[src/rtl/core/pwl_gamma_pkg.sv]
// ============================================================================
// pwl_gamma_pkg
// Shared constants and register codes for the piecewise linear gamma block.
// ============================================================================
package pwl_gamma_pkg;

    // Knot table size and effective pixel width
    localparam int TABLE_DEPTH = 64;
    localparam int PIXEL_BITS  = 16;
    localparam int IDX_W       = $clog2(TABLE_DEPTH);
    localparam int LAST_IDX    = TABLE_DEPTH - 1;

    // Fixed field widths
    localparam int PIX_W      = 16;
    localparam int ADDR_W     = 7;
    localparam int VAL_W      = 16;
    localparam int SHIFT_W    = 4;
    localparam int BASE_W     = 6;
    localparam int FRAC_W     = 15;
    localparam int NUM_BND    = 5;
    localparam int NUM_SEG    = 6;
    localparam int CFG_IDX_W  = 3;
    localparam int CFG_DATA_W = 36;

    // Bypass shift and opcode values
    localparam int   BYPASS_SHIFT = 4;
    localparam logic OP_PIXEL     = 1'b0;
    localparam logic OP_WRITE     = 1'b1;

    localparam logic [PIX_W-1:0] PIX_MASK = PIX_W'((1 << PIXEL_BITS) - 1);

    // Configuration register indexes
    typedef enum logic [CFG_IDX_W-1:0] {
        REG_ENABLE     = 3'd0,
        REG_BOUNDARY_0 = 3'd1,
        REG_BOUNDARY_1 = 3'd2,
        REG_BOUNDARY_2 = 3'd3,
        REG_BOUNDARY_3 = 3'd4,
        REG_BOUNDARY_4 = 3'd5,
        REG_STEPS      = 3'd6,
        REG_BASES      = 3'd7
    } cfg_reg_t;

endpackage

[src/rtl/core/pwl_gamma_if.sv]
// ============================================================================
// pwl_gamma_if
// Valid/ready channels for input items and result items.
// ============================================================================
interface pwl_gamma_req_if;
    logic                                valid;
    logic                                ready;
    logic                                opcode;
    logic [pwl_gamma_pkg::PIX_W-1:0]     pixel_in;
    logic [pwl_gamma_pkg::ADDR_W-1:0]    table_address;
    logic [pwl_gamma_pkg::VAL_W-1:0]     table_value;

    modport source (output valid, opcode, pixel_in, table_address, table_value,
                    input ready);
    modport sink   (input valid, opcode, pixel_in, table_address, table_value,
                    output ready);
endinterface

interface pwl_gamma_rsp_if;
    logic                                valid;
    logic                                ready;
    logic [pwl_gamma_pkg::PIX_W-1:0]     pixel_out;

    modport source (output valid, pixel_out, input ready);
    modport sink   (input valid, pixel_out, output ready);
endinterface

[src/rtl/core/piecewise_linear_gamma_lut.sv]
// ============================================================================
// piecewise_linear_gamma_lut
// Six-segment gamma curve with linear interpolation over a knot table.
// ============================================================================
// The block takes one item per clock as long as the result side keeps up;
// each stage has its own valid bit, so bubbles are squeezed out and the
// input accepts while a result waits, until every stage is full. Table
// write items travel down the same pipeline and update the 64x16 knot
// memory at the memory read stage, so each pixel sees exactly the writes
// accepted before it. The knot memory has one write port and two
// registered read ports (current and next knot); the extra final knot is
// a register. Stages: input register, segment select and offset, index
// and memory read, knot difference times fraction, round and add.
// Configuration is written through cfg_we/cfg_index/cfg_data while the
// pipeline is empty; the user must keep to this, the block does not check.
// ============================================================================
module piecewise_linear_gamma_lut (
    input  logic                                      clk,
    input  logic                                      rst_n,
    input  logic                                      cfg_we,
    input  logic [pwl_gamma_pkg::CFG_IDX_W-1:0]       cfg_index,
    input  logic [pwl_gamma_pkg::CFG_DATA_W-1:0]      cfg_data,
    pwl_gamma_req_if.sink                             req,
    pwl_gamma_rsp_if.source                           rsp
);

    localparam int PIX_W   = pwl_gamma_pkg::PIX_W;
    localparam int IDX_W   = pwl_gamma_pkg::IDX_W;
    localparam int SHIFT_W = pwl_gamma_pkg::SHIFT_W;
    localparam int BASE_W  = pwl_gamma_pkg::BASE_W;
    localparam int FRAC_W  = pwl_gamma_pkg::FRAC_W;
    localparam int VAL_W   = pwl_gamma_pkg::VAL_W;
    localparam int ADDR_W  = pwl_gamma_pkg::ADDR_W;

    // Stage payloads
    typedef struct packed {
        logic                 wr;
        logic [PIX_W-1:0]     pix;
        logic [ADDR_W-1:0]    addr;
        logic [VAL_W-1:0]     val;
    } s0_t;

    typedef struct packed {
        logic                 wr;
        logic                 byp;
        logic [PIX_W-1:0]     byp_val;
        logic [PIX_W-1:0]     off;
        logic [SHIFT_W-1:0]   shift;
        logic [BASE_W-1:0]    base;
        logic [ADDR_W-1:0]    addr;
        logic [VAL_W-1:0]     val;
    } s1_t;

    typedef struct packed {
        logic                 byp;
        logic [PIX_W-1:0]     byp_val;
        logic [FRAC_W-1:0]    frac;
        logic [SHIFT_W-1:0]   shift;
        logic                 fin_sel;
        logic [VAL_W-1:0]     fin;
    } s2_t;

    typedef struct packed {
        logic                 byp;
        logic [PIX_W-1:0]     byp_val;
        logic signed [31:0]   prod;
        logic [VAL_W-1:0]     cur;
        logic [SHIFT_W-1:0]   shift;
    } s3_t;

    // Configuration registers
    logic                                           enable_reg;
    logic [PIX_W-1:0]                               boundary_reg [pwl_gamma_pkg::NUM_BND];
    logic [SHIFT_W*pwl_gamma_pkg::NUM_SEG-1:0]      steps_reg;
    logic [BASE_W*pwl_gamma_pkg::NUM_SEG-1:0]       bases_reg;

    // Pipeline state
    logic                 v0_reg, v1_reg, v2_reg, v3_reg, vout_reg;
    s0_t                  s0_reg;
    s1_t                  s1_reg, s1_next;
    s2_t                  s2_reg, s2_next;
    s3_t                  s3_reg, s3_next;
    logic [PIX_W-1:0]     pixel_out_reg, pixel_out_next;

    // Knot storage
    logic [VAL_W-1:0]     knot_mem [pwl_gamma_pkg::TABLE_DEPTH];
    logic [VAL_W-1:0]     final_knot_reg;
    logic [VAL_W-1:0]     cur_rd_reg, nxt_rd_reg;

    // Stage advance chain
    logic                 load_out, load3, load2, load1, load0;
    logic                 req_fire;

    // Stage 2 address path
    logic [PIX_W-1:0]     shifted;
    logic [PIX_W:0]       idx_sum;
    logic [IDX_W-1:0]     idx, idx_inc;
    logic [PIX_W-1:0]     frac_full;
    logic                 wr_tbl, wr_fin;

    // Stage 3 and output arithmetic
    logic [VAL_W-1:0]     next_knot;
    logic signed [16:0]   diff;
    logic signed [32:0]   prod_full;
    logic signed [32:0]   rnd, acc, quo;

    assign load_out = !vout_reg || rsp.ready;
    assign load3    = !v3_reg || load_out;
    assign load2    = !v2_reg || load3;
    assign load1    = !v1_reg || load2;
    assign load0    = !v0_reg || load1;
    assign req.ready = load0;
    assign req_fire = req.valid && load0;

    assign rsp.valid     = vout_reg;
    assign rsp.pixel_out = pixel_out_reg;

    // Configuration writes
    always_ff @(posedge clk or negedge rst_n)
    begin
        if (!rst_n)
        begin
            enable_reg <= 1'b0;
            for (int k = 0; k < pwl_gamma_pkg::NUM_BND; k++)
            begin
                boundary_reg[k] <= '0;
            end
            steps_reg <= '0;
            bases_reg <= '0;
        end
        else if (cfg_we)
        begin
            unique case (cfg_index)
                pwl_gamma_pkg::REG_ENABLE:     enable_reg      <= cfg_data[0];
                pwl_gamma_pkg::REG_BOUNDARY_0: boundary_reg[0] <= cfg_data[PIX_W-1:0];
                pwl_gamma_pkg::REG_BOUNDARY_1: boundary_reg[1] <= cfg_data[PIX_W-1:0];
                pwl_gamma_pkg::REG_BOUNDARY_2: boundary_reg[2] <= cfg_data[PIX_W-1:0];
                pwl_gamma_pkg::REG_BOUNDARY_3: boundary_reg[3] <= cfg_data[PIX_W-1:0];
                pwl_gamma_pkg::REG_BOUNDARY_4: boundary_reg[4] <= cfg_data[PIX_W-1:0];
                pwl_gamma_pkg::REG_STEPS:
                    steps_reg <= cfg_data[SHIFT_W*pwl_gamma_pkg::NUM_SEG-1:0];
                pwl_gamma_pkg::REG_BASES:
                    bases_reg <= cfg_data[BASE_W*pwl_gamma_pkg::NUM_SEG-1:0];
            endcase
        end
    end

    // Stage 1: segment select, lower limit and offset
    always_comb
    begin
        s1_next.wr      = s0_reg.wr;
        s1_next.addr    = s0_reg.addr;
        s1_next.val     = s0_reg.val;
        s1_next.byp     = !enable_reg;
        s1_next.byp_val = s0_reg.pix >> pwl_gamma_pkg::BYPASS_SHIFT;
        s1_next.shift   = steps_reg[SHIFT_W*(pwl_gamma_pkg::NUM_SEG-1) +: SHIFT_W];
        s1_next.base    = bases_reg[BASE_W*(pwl_gamma_pkg::NUM_SEG-1) +: BASE_W];
        s1_next.off     = s0_reg.pix - boundary_reg[pwl_gamma_pkg::NUM_BND-1];
        // last match in a descending walk is the first boundary above
        for (int k = pwl_gamma_pkg::NUM_BND - 1; k >= 0; k--)
        begin
            if (s0_reg.pix < boundary_reg[k])
            begin
                s1_next.shift = steps_reg[SHIFT_W*k +: SHIFT_W];
                s1_next.base  = bases_reg[BASE_W*k +: BASE_W];
                s1_next.off   = (k == 0) ? s0_reg.pix
                                         : s0_reg.pix - boundary_reg[(k == 0) ? 0 : k-1];
            end
        end
    end

    // Stage 2: knot index with saturation, fraction, table write decode
    always_comb
    begin
        shifted   = s1_reg.off >> s1_reg.shift;
        idx_sum   = {1'b0, shifted} + (PIX_W+1)'(s1_reg.base);
        idx       = (idx_sum > (PIX_W+1)'(pwl_gamma_pkg::LAST_IDX))
                    ? IDX_W'(pwl_gamma_pkg::LAST_IDX) : idx_sum[IDX_W-1:0];
        idx_inc   = idx + IDX_W'(1);
        frac_full = s1_reg.off & ~({PIX_W{1'b1}} << s1_reg.shift);

        s2_next.byp     = s1_reg.byp;
        s2_next.byp_val = s1_reg.byp_val;
        s2_next.frac    = frac_full[FRAC_W-1:0];
        s2_next.shift   = s1_reg.shift;
        s2_next.fin_sel = (idx == IDX_W'(pwl_gamma_pkg::LAST_IDX));
        s2_next.fin     = final_knot_reg;

        wr_tbl = v1_reg && s1_reg.wr &&
                 (32'(s1_reg.addr) < 32'(pwl_gamma_pkg::TABLE_DEPTH));
        wr_fin = v1_reg && s1_reg.wr &&
                 (32'(s1_reg.addr) == 32'(pwl_gamma_pkg::TABLE_DEPTH));
    end

    // Knot memory: one write port, two registered read ports
    always_ff @(posedge clk)
    begin
        if (load2)
        begin
            if (wr_tbl)
            begin
                knot_mem[IDX_W'(s1_reg.addr)] <= s1_reg.val;
            end
            cur_rd_reg <= knot_mem[idx];
            nxt_rd_reg <= knot_mem[idx_inc];
        end
    end

    always_ff @(posedge clk)
    begin
        if (load2 && wr_fin)
        begin
            final_knot_reg <= s1_reg.val;
        end
    end

    // Stage 3: signed knot difference times fraction
    always_comb
    begin
        next_knot = s2_reg.fin_sel ? s2_reg.fin : nxt_rd_reg;
        diff      = $signed({1'b0, next_knot}) - $signed({1'b0, cur_rd_reg});
        prod_full = $signed({1'b0, s2_reg.frac}) * diff;

        s3_next.byp     = s2_reg.byp;
        s3_next.byp_val = s2_reg.byp_val;
        s3_next.prod    = prod_full[31:0];
        s3_next.cur     = cur_rd_reg;
        s3_next.shift   = s2_reg.shift;
    end

    // Output stage: round half up, floor shift, add base knot; bypass value passes as is
    always_comb
    begin
        rnd = (s3_reg.shift == '0) ? '0 : (33'sd1 <<< (s3_reg.shift - SHIFT_W'(1)));
        acc = $signed({s3_reg.prod[31], s3_reg.prod}) + rnd;
        quo = acc >>> s3_reg.shift;
        pixel_out_next = s3_reg.byp ? s3_reg.byp_val : (quo[PIX_W-1:0] + s3_reg.cur);
    end

    // Pipeline valid bits
    always_ff @(posedge clk or negedge rst_n)
    begin
        if (!rst_n)
        begin
            v0_reg   <= 1'b0;
            v1_reg   <= 1'b0;
            v2_reg   <= 1'b0;
            v3_reg   <= 1'b0;
            vout_reg <= 1'b0;
        end
        else
        begin
            if (load0)
            begin
                v0_reg <= req.valid;
            end
            if (load1)
            begin
                v1_reg <= v0_reg;
            end
            if (load2)
            begin
                // write items end here
                v2_reg <= v1_reg && !s1_reg.wr;
            end
            if (load3)
            begin
                v3_reg <= v2_reg;
            end
            if (load_out)
            begin
                vout_reg <= v3_reg;
            end
        end
    end

    // Pipeline payload
    always_ff @(posedge clk)
    begin
        if (load0)
        begin
            s0_reg.wr   <= (req.opcode == pwl_gamma_pkg::OP_WRITE);
            s0_reg.pix  <= req.pixel_in & pwl_gamma_pkg::PIX_MASK;
            s0_reg.addr <= req.table_address;
            s0_reg.val  <= req.table_value;
        end
        if (load1)
        begin
            s1_reg <= s1_next;
        end
        if (load2)
        begin
            s2_reg <= s2_next;
        end
        if (load3)
        begin
            s3_reg <= s3_next;
        end
        if (load_out)
        begin
            pixel_out_reg <= pixel_out_next;
        end
    end

    // Checks
    a_accept_fills_s0: assert property (@(posedge clk) disable iff (!rst_n)
        req_fire |=> v0_reg)
        else $error("accepted item did not enter the input stage");

    a_s3_moves_out: assert property (@(posedge clk) disable iff (!rst_n)
        (v3_reg && load_out) |=> vout_reg)
        else $error("result lost between multiply stage and output");

    a_frac_below_step: assert property (@(posedge clk) disable iff (!rst_n)
        (v2_reg && !s2_reg.byp) |-> ((PIX_W'(s2_reg.frac) >> s2_reg.shift) == '0))
        else $error("fraction not below the segment step");

    a_exact_knot: assert property (@(posedge clk) disable iff (!rst_n)
        (v3_reg && !s3_reg.byp && s3_reg.shift == '0) |-> (s3_reg.prod == '0))
        else $error("zero step shift produced a nonzero correction");

endmodule

[src/flat_wrapper.sv]
// flat-port wrapper written by rule: the top's interface ports become plain ports
module piecewise_linear_gamma_lut_flat 
  (clk, rst_n, cfg_we, cfg_index, cfg_data, req_valid, req_opcode, req_pixel_in, req_table_address, req_table_value, req_ready, rsp_valid, rsp_pixel_out, rsp_ready);
  pwl_gamma_req_if req_i ();
  pwl_gamma_rsp_if rsp_i ();
  input  logic clk;
  input  logic rst_n;
  input  logic cfg_we;
  input  logic [pwl_gamma_pkg::CFG_IDX_W-1:0] cfg_index;
  input  logic [pwl_gamma_pkg::CFG_DATA_W-1:0] cfg_data;
  input wire logic [$bits(req_i.valid)-1:0] req_valid;
  input wire logic [$bits(req_i.opcode)-1:0] req_opcode;
  input wire logic [$bits(req_i.pixel_in)-1:0] req_pixel_in;
  input wire logic [$bits(req_i.table_address)-1:0] req_table_address;
  input wire logic [$bits(req_i.table_value)-1:0] req_table_value;
  output wire logic [$bits(req_i.ready)-1:0] req_ready;
  output wire logic [$bits(rsp_i.valid)-1:0] rsp_valid;
  output wire logic [$bits(rsp_i.pixel_out)-1:0] rsp_pixel_out;
  input wire logic [$bits(rsp_i.ready)-1:0] rsp_ready;
  assign req_i.valid = req_valid;
  assign req_i.opcode = req_opcode;
  assign req_i.pixel_in = req_pixel_in;
  assign req_i.table_address = req_table_address;
  assign req_i.table_value = req_table_value;
  assign req_ready = req_i.ready;
  assign rsp_valid = rsp_i.valid;
  assign rsp_pixel_out = rsp_i.pixel_out;
  assign rsp_i.ready = rsp_ready;
  piecewise_linear_gamma_lut u_core (.clk(clk), .rst_n(rst_n), .cfg_we(cfg_we), .cfg_index(cfg_index), .cfg_data(cfg_data), .req(req_i), .rsp(rsp_i));
endmodule
[config.mk]
export PLATFORM = sky130hd
export DESIGN_NAME = piecewise_linear_gamma_lut_flat
export DESIGN_NICKNAME = d
export VERILOG_FILES = /design/src/rtl/core/pwl_gamma_pkg.sv /design/src/rtl/core/pwl_gamma_if.sv /design/src/rtl/core/piecewise_linear_gamma_lut.sv /design/src/flat_wrapper.sv
export SDC_FILE = /design/constraint.sdc
export NUM_CORES = 2
export LEC_CHECK = 0
export BUFFER_PORTS_ARGS = -buffer_cell sky130_fd_sc_hd__buf_2
export CAP_MARGIN = 20
export CORE_MARGIN = 2
export CORE_UTILIZATION = 37
export CTS_BUF_LIST = sky130_fd_sc_hd__clkbuf_4
export DETAILED_ROUTE_END_ITERATION = 8
export PLACE_DENSITY = 0.57
export SLEW_MARGIN = 25
export SYNTH_ARGS = -nofsm -noshare
export SYNTH_HDL_FRONTEND = slang
export SYNTH_SLANG_ARGS = --single-unit
[constraint.sdc]
create_clock -name clk -period 8.61 [get_ports clk]
set_clock_uncertainty 0.2 [all_clocks]
set_input_delay 0.4305 -clock clk [delete_from_list [all_inputs] [get_ports clk]]
set_output_delay 0.4305 -clock clk [all_outputs]
set_load 0.02 [all_outputs]
* Yosys cells after proc, flatten, opt, wreduce, memory -nomap -nowiden
Memories as Yosys holds them, arrays and structs flattened. A register that Yosys moved wholly into a read port is not among the register bits.
Cells that the tools add are included.
Widths: inputs -> output; s select.
** Word-level totals
- Output and inout bits :: 18
- Memory bits (writable) :: 1024
- Bits in registers :: 395
- Memories :: 1
** Memories
- u_core.knot_mem :: depth 64, width 16, rd ports 2, clocked after Yosys merged registers in 2, write ports 1, RTL line piecewise_linear_gamma_lut.sv:86 : logic [VAL_W-1:0] knot_mem [pwl_gamma_pkg::TABLE_DEPTH];
** Operators by class
- Muxes and demuxes :: 12
- Multiply operators :: 1
- Equality and inequality tests :: 9
- Shift operators :: 4
- $lt $le $gt $ge :: 7
- Reduce and logical (&&, ||, !) cells :: 27
- $add $sub $neg :: 11
- Bitwise operators :: 2
** Operators with widths (number)
- $mux 26 :: 5
- $lt 16x16->1 :: 5
- $sub 16x16->16 :: 5
- $add 32x33->33 :: 1
- $mux 33 :: 1
- $sshl 1x4->33 const A :: 1
- $sshr 33x4->16 :: 1
- $mul 16x17->32 :: 1
- $add 16x6->17 :: 1
- $gt 17x6->1 const B :: 1
- $sub 16x16->17 :: 1
- $add 16x16->16 :: 1
- $mux 16 :: 1
- $reduce_and 2->1 :: 8
- $shl 16x4->15 const A :: 1
- $shr 16x4->16 :: 1
- $and 15x15->15 :: 1
- $not 15->15 :: 1
- $eq 3x3->1 const B :: 4
- $mux 12 :: 1
- $eq 7x7->1 const B :: 1
- $logic_not 1->1 :: 7
- $lt 7x7->1 const B :: 1
- $add 6x1->6 const B :: 1
- other kinds (10) :: 21

* Depth between registers and ports, before layout
- Depth after elaboration :: 7
- Gate-level depth with buffers :: 43

* Worst setup path before layout
No wires, ideal clock.
- Path kind :: register -> register
- Start :: reg u_core.s2_reg[16] (netlist bit)
- End :: reg u_core.s3_reg[50] (netlist bit), data pin
- Stages on the path, launching flop included :: 39
- Setup time :: 258 ps
- Required time :: 8152 ps
- Arrival :: 8824 ps
- Slack :: -671 ps
- Cells stage by stage :: edfxtp_1 -> clkbuf_1 -> buf_1 -> mux2_2 -> ha_1 -> nor2b_1 -> o21ai_0 -> nand2b_1 -> a21o_1 -> a21o_1 -> a21o_1 -> a41oi_1 -> a211oi_1 -> or3_1 -> a21oi_1 -> clkbuf_1 -> nand2_1 -> fa_1 -> (+3 left out) -> fa_1 -> fa_1 -> inv_1 -> fa_1 -> inv_1 -> ha_1 -> nand3_1 -> nand3_1 -> a21o_1 -> a21oi_1 -> nor2b_1 -> o21ai_0 -> nand2b_1 -> a31oi_1 -> o21ai_0 -> o21ai_0 -> nand2b_1 -> xnor2_1
** Between the ends
- Longest elaborated chain between the ends :: 3
** Ends and longest elaborated chain
- start, declared :: RTL line piecewise_linear_gamma_lut.sv:81 : s2_t s2_reg, s2_next;
- start signal, assigned :: RTL line piecewise_linear_gamma_lut.sv:293 : s2_reg <= s2_next;
- $mux 16 :: RTL line piecewise_linear_gamma_lut.sv:220 : next_knot = s2_reg.fin_sel ? s2_reg.fin : nxt_rd_reg;
- $sub 16x16->17 :: RTL line piecewise_linear_gamma_lut.sv:221 : diff = $signed({1'b0, next_knot}) - $signed({1'b0, cur_rd_reg});
- $mul 16x17->32 :: RTL line piecewise_linear_gamma_lut.sv:222 : prod_full = $signed({1'b0, s2_reg.frac}) * diff;
- net u_core.prod_full[30] :: RTL line piecewise_linear_gamma_lut.sv:104 : logic signed [32:0] prod_full;
- end signal, assigned :: RTL line piecewise_linear_gamma_lut.sv:297 : s3_reg <= s3_next;
- end, declared :: RTL line piecewise_linear_gamma_lut.sv:82 : s3_t s3_reg, s3_next;
The timed path passes the listed nets, and every way through them passes these cells.
A chain may end at the register's enable or synchronous reset.

* Worst setup path in the final report
- Start :: reg u_core.s2_reg[16] (netlist bit)
- End :: reg u_core.s3_reg[42] (netlist bit), data pin
The elaborated chain is that of the path after synthesis.

==> results.ini <==
[setup_path]
crit_arrival_ns = 9.50
path_delay_family = adder cells
cp_slowest_cell = fa_1
cp_max_fo = 5
crit_top_cell = fa_1
r2r-end = u_core.s3_reg[42]$_DFFE_PP_
startpoint_type = flip-flop
critPathRequiredTime_ns = 9.48
crit_buf_inv = 11
worstReg2RegStart = u_core.s2_reg[16]$_DFFE_PP_
ff2ff_setup_slack_ns = -0.02
ff2ff_path_depth = 39
cpPeakStageDelay_ns = 0.55
cp-end-kind = flip-flop
crit_start = u_core.s2_reg[16]$_DFFE_PP_
critical_path_class = flip-flop to flip-flop

[global_routing]
grt_pass1_vias = 59700
antenna_found_initial = 16
grt_pass1_wl_um = 392000
grt_usage = 0.235
grt_max_degree = 152
overflow = 0

[logic_synthesis]
syn-cell-area_um2 = 81700
synth_top_area_frac = 0.479
yosysUniqueCellTypes = 94
synthesis.nets = 6909
yosys-top-cells-area = edfxtp_1, mux4_2, fa_1
ys_seq_area_frac = 0.524
synth_warnings = 0
synthMostInstantiatedCell = edfxtp_1
synth_flop_cell = edfxtp_1
synth_seq_cells = 1450
async_flop_share = 0.101
synth_area_per_cell_um2 = 12.9
synth_edf_count = 1304
yosysTopAreaCell = edfxtp_1
netlist_top_cells_count = edfxtp_1, nand2_1, inv_1, a21oi_1, mux4_2
syn_inst = 6355

[finish]
layout.cells.non_filler = 10200
drive_gt1_frac = 0.230
n_fill_cell = 20300
fin_nets = 7564
fin_area_um2 = 94500
largest_reg_flops = 1024
area_growth_pct = 15.7

[placement]
dp.cells = 9253
dp_hpwl_um = 173000
placed_area_um2 = 86900
gp_congestion = 0.921
io_buffer_count = 101

[die]
die_area_um2 = 225000
core_area_um2 = 220000
rows = 172
top_level_ports = 102
chipWidth_um = 474
fp.dieH_um = 474
initial_core_util = 0.372

[timing]
finalMaxSlewViolations = 0
relSlewSlack = 0.234
rsz0062_at_grt = true
hold_violations = 0
layout_setup_ws_ns = -0.0188
max_freq_mhz = 116
post-route-period-util = 1.00
worst_pin_slew_ns = 1.15
setup_viol = 3
fin_crit_ns = 8.63

[routing]
drtIter0Drc = 6307
vias = 58800
via_per_inst = 5.78
drc = 0
ant_nets = 0
routed_wl_um = 268000
wl_per_cell_um = 26.3
drt_pre_antenna_iters = 6

[job]
cap_violations = 0

[clock_tree]
h-tree-depth = 5
numClockSinks = 1450
cts_buffers = 392
clk-insertion-delay-late_ns = 1.46
cts_buffer_depth = 4
clockRootBuffer = clkbuf_4
clkSlewWorstSetupHoldPaths_ns = 0.06
cts_tree = yes

[outcome]
violations = setup timing
run_status = finished with violations

[worst_hold_path]
hold_path_depth = 3
hp-start = req_table_address[0]
min_path_type = input pin to flip-flop
holdPathEnd = u_core.s0_reg[16]$_DFFE_PP_

worst max path at each step:
stage	slack [ns]	cells after the start	to
3_3_place_gp	-0.25	36	u_core.s3_reg[50]$_DFFE_PP_
6_report	-0.02	39	u_core.s3_reg[42]$_DFFE_PP_
3_5_place_dp	-0.37	36	u_core.s3_reg[50]$_DFFE_PP_
5_1_grt	-0.44	38	u_core.s3_reg[44]$_DFFE_PP_
2_1_floorplan	0.002	39	u_core.s3_reg[50]$_DFFE_PP_
4_1_cts	0.006	36	u_core.s3_reg[44]$_DFFE_PP_
cell usage in the layout, fill, tap and decap left out, drive strengths merged, types with 34 or more instances in the layout:
cell | synthesis | routed
dlygate4sd3 | 0 | 202
nand2b | 34 | 34
and3 | 49 | 49
xor2 | 43 | 43
edfxtp | 1304 | 1304
clkinv | 1 | 105
nor2b | 111 | 111
o22ai | 116 | 116
o211ai | 41 | 41
a31oi | 44 | 44
buf | 126 | 439
a221oi | 41 | 41
and2 | 131 | 131
nor3 | 78 | 78
a22oi | 52 | 52
clkbuf | 255 | 550
nand2 | 567 | 567
nand3 | 126 | 126
xnor2 | 102 | 102
o221ai | 52 | 52
a311oi | 50 | 50
fa | 251 | 251
o21ai | 232 | 232
a211oi | 94 | 94
ha | 219 | 219
a21oi | 300 | 300
dfrtp | 146 | 146
mux2i | 254 | 254
mux2 | 174 | 174
nor2 | 272 | 272
inv | 435 | 438
mux4 | 272 | 272
area by class of cell:
class	count	area, um2	share of cell area
Antenna cell	21	52.6	0.000556
Inverter	436	1640	0.0174
Sequential cell	1450	42800	0.453
Tap cell	2871	3590	0.0380
Multi-Input combinational cell	4088	36200	0.384
Clock inverter	114	593	0.00628
Timing Repair Buffer	642	5410	0.0573
Clock buffer	549	4120	0.0436
what timing repair did:
| item | CTS | global route |
|---|---|---|
| gates resized for setup | 26 | 96 |
| hold endpoints to repair | 378 | 0 |
| hold buffers | 203 | 0 |
| setup endpoints to repair | 11 | 14 |
| pin swaps | 23 | 87 |
| buffers inserted | 13 | 21 |
| cloned | 0 | 2 |
through the flow:
step / setup TNS (ns) / utilization / hold WS, ns / setup slack (ns)
5_1_grt: -2.88 / 0.430 / 0.0308 / -0.442
3_3_place_gp: -0.996 / 0.396 / 0.201 / -0.245
2_1_floorplan: 0 / - / -0.0651 / 0.00159
6_report: -0.0317 / 0.430 / 0.159 / -0.0188
3_5_place_dp: -2.14 / 0.396 / 0.205 / -0.366
4_1_cts: 0 / 0.428 / 0.00161 / 0.00586
routing by layer:
layer / global-route usage / wire, um / vias to the layer above
met2: 0.366 / 122000 / 3012
li1: - / - / 25500
met3: 0.0569 / 26000 / 608
met4: 0.112 / 13100 / 4
met5: 0 / 22 / -
met1: 0.309 / 107000 / 29600
cell families (layout without fill, tap and decap cells):
kind of cell / after synthesis / count (layout) / synth area share
compound gates: 1268 / 1268 / 0.105
simple gates: 1503 / 1503 / 0.0885
fa+ha+maj: 472 / 472 / 0.0953
flops: 1450 / 1450 / 0.524
other cells: 0 / 21 / 0
xor+xnor: 145 / 145 / 0.0155
buf+inv: 817 / 1741 / 0.0418
mux: 700 / 700 / 0.130
tightest hold or removal path: stages:
cell           delay [ns]
dlygate4sd3_1        0.52
buf_2                0.10
dlygate4sd3_1        0.54
Power is left out: the tool's default activity adds up to more than one toggle a clock period on the data nets, which glitch-free logic cannot reach.
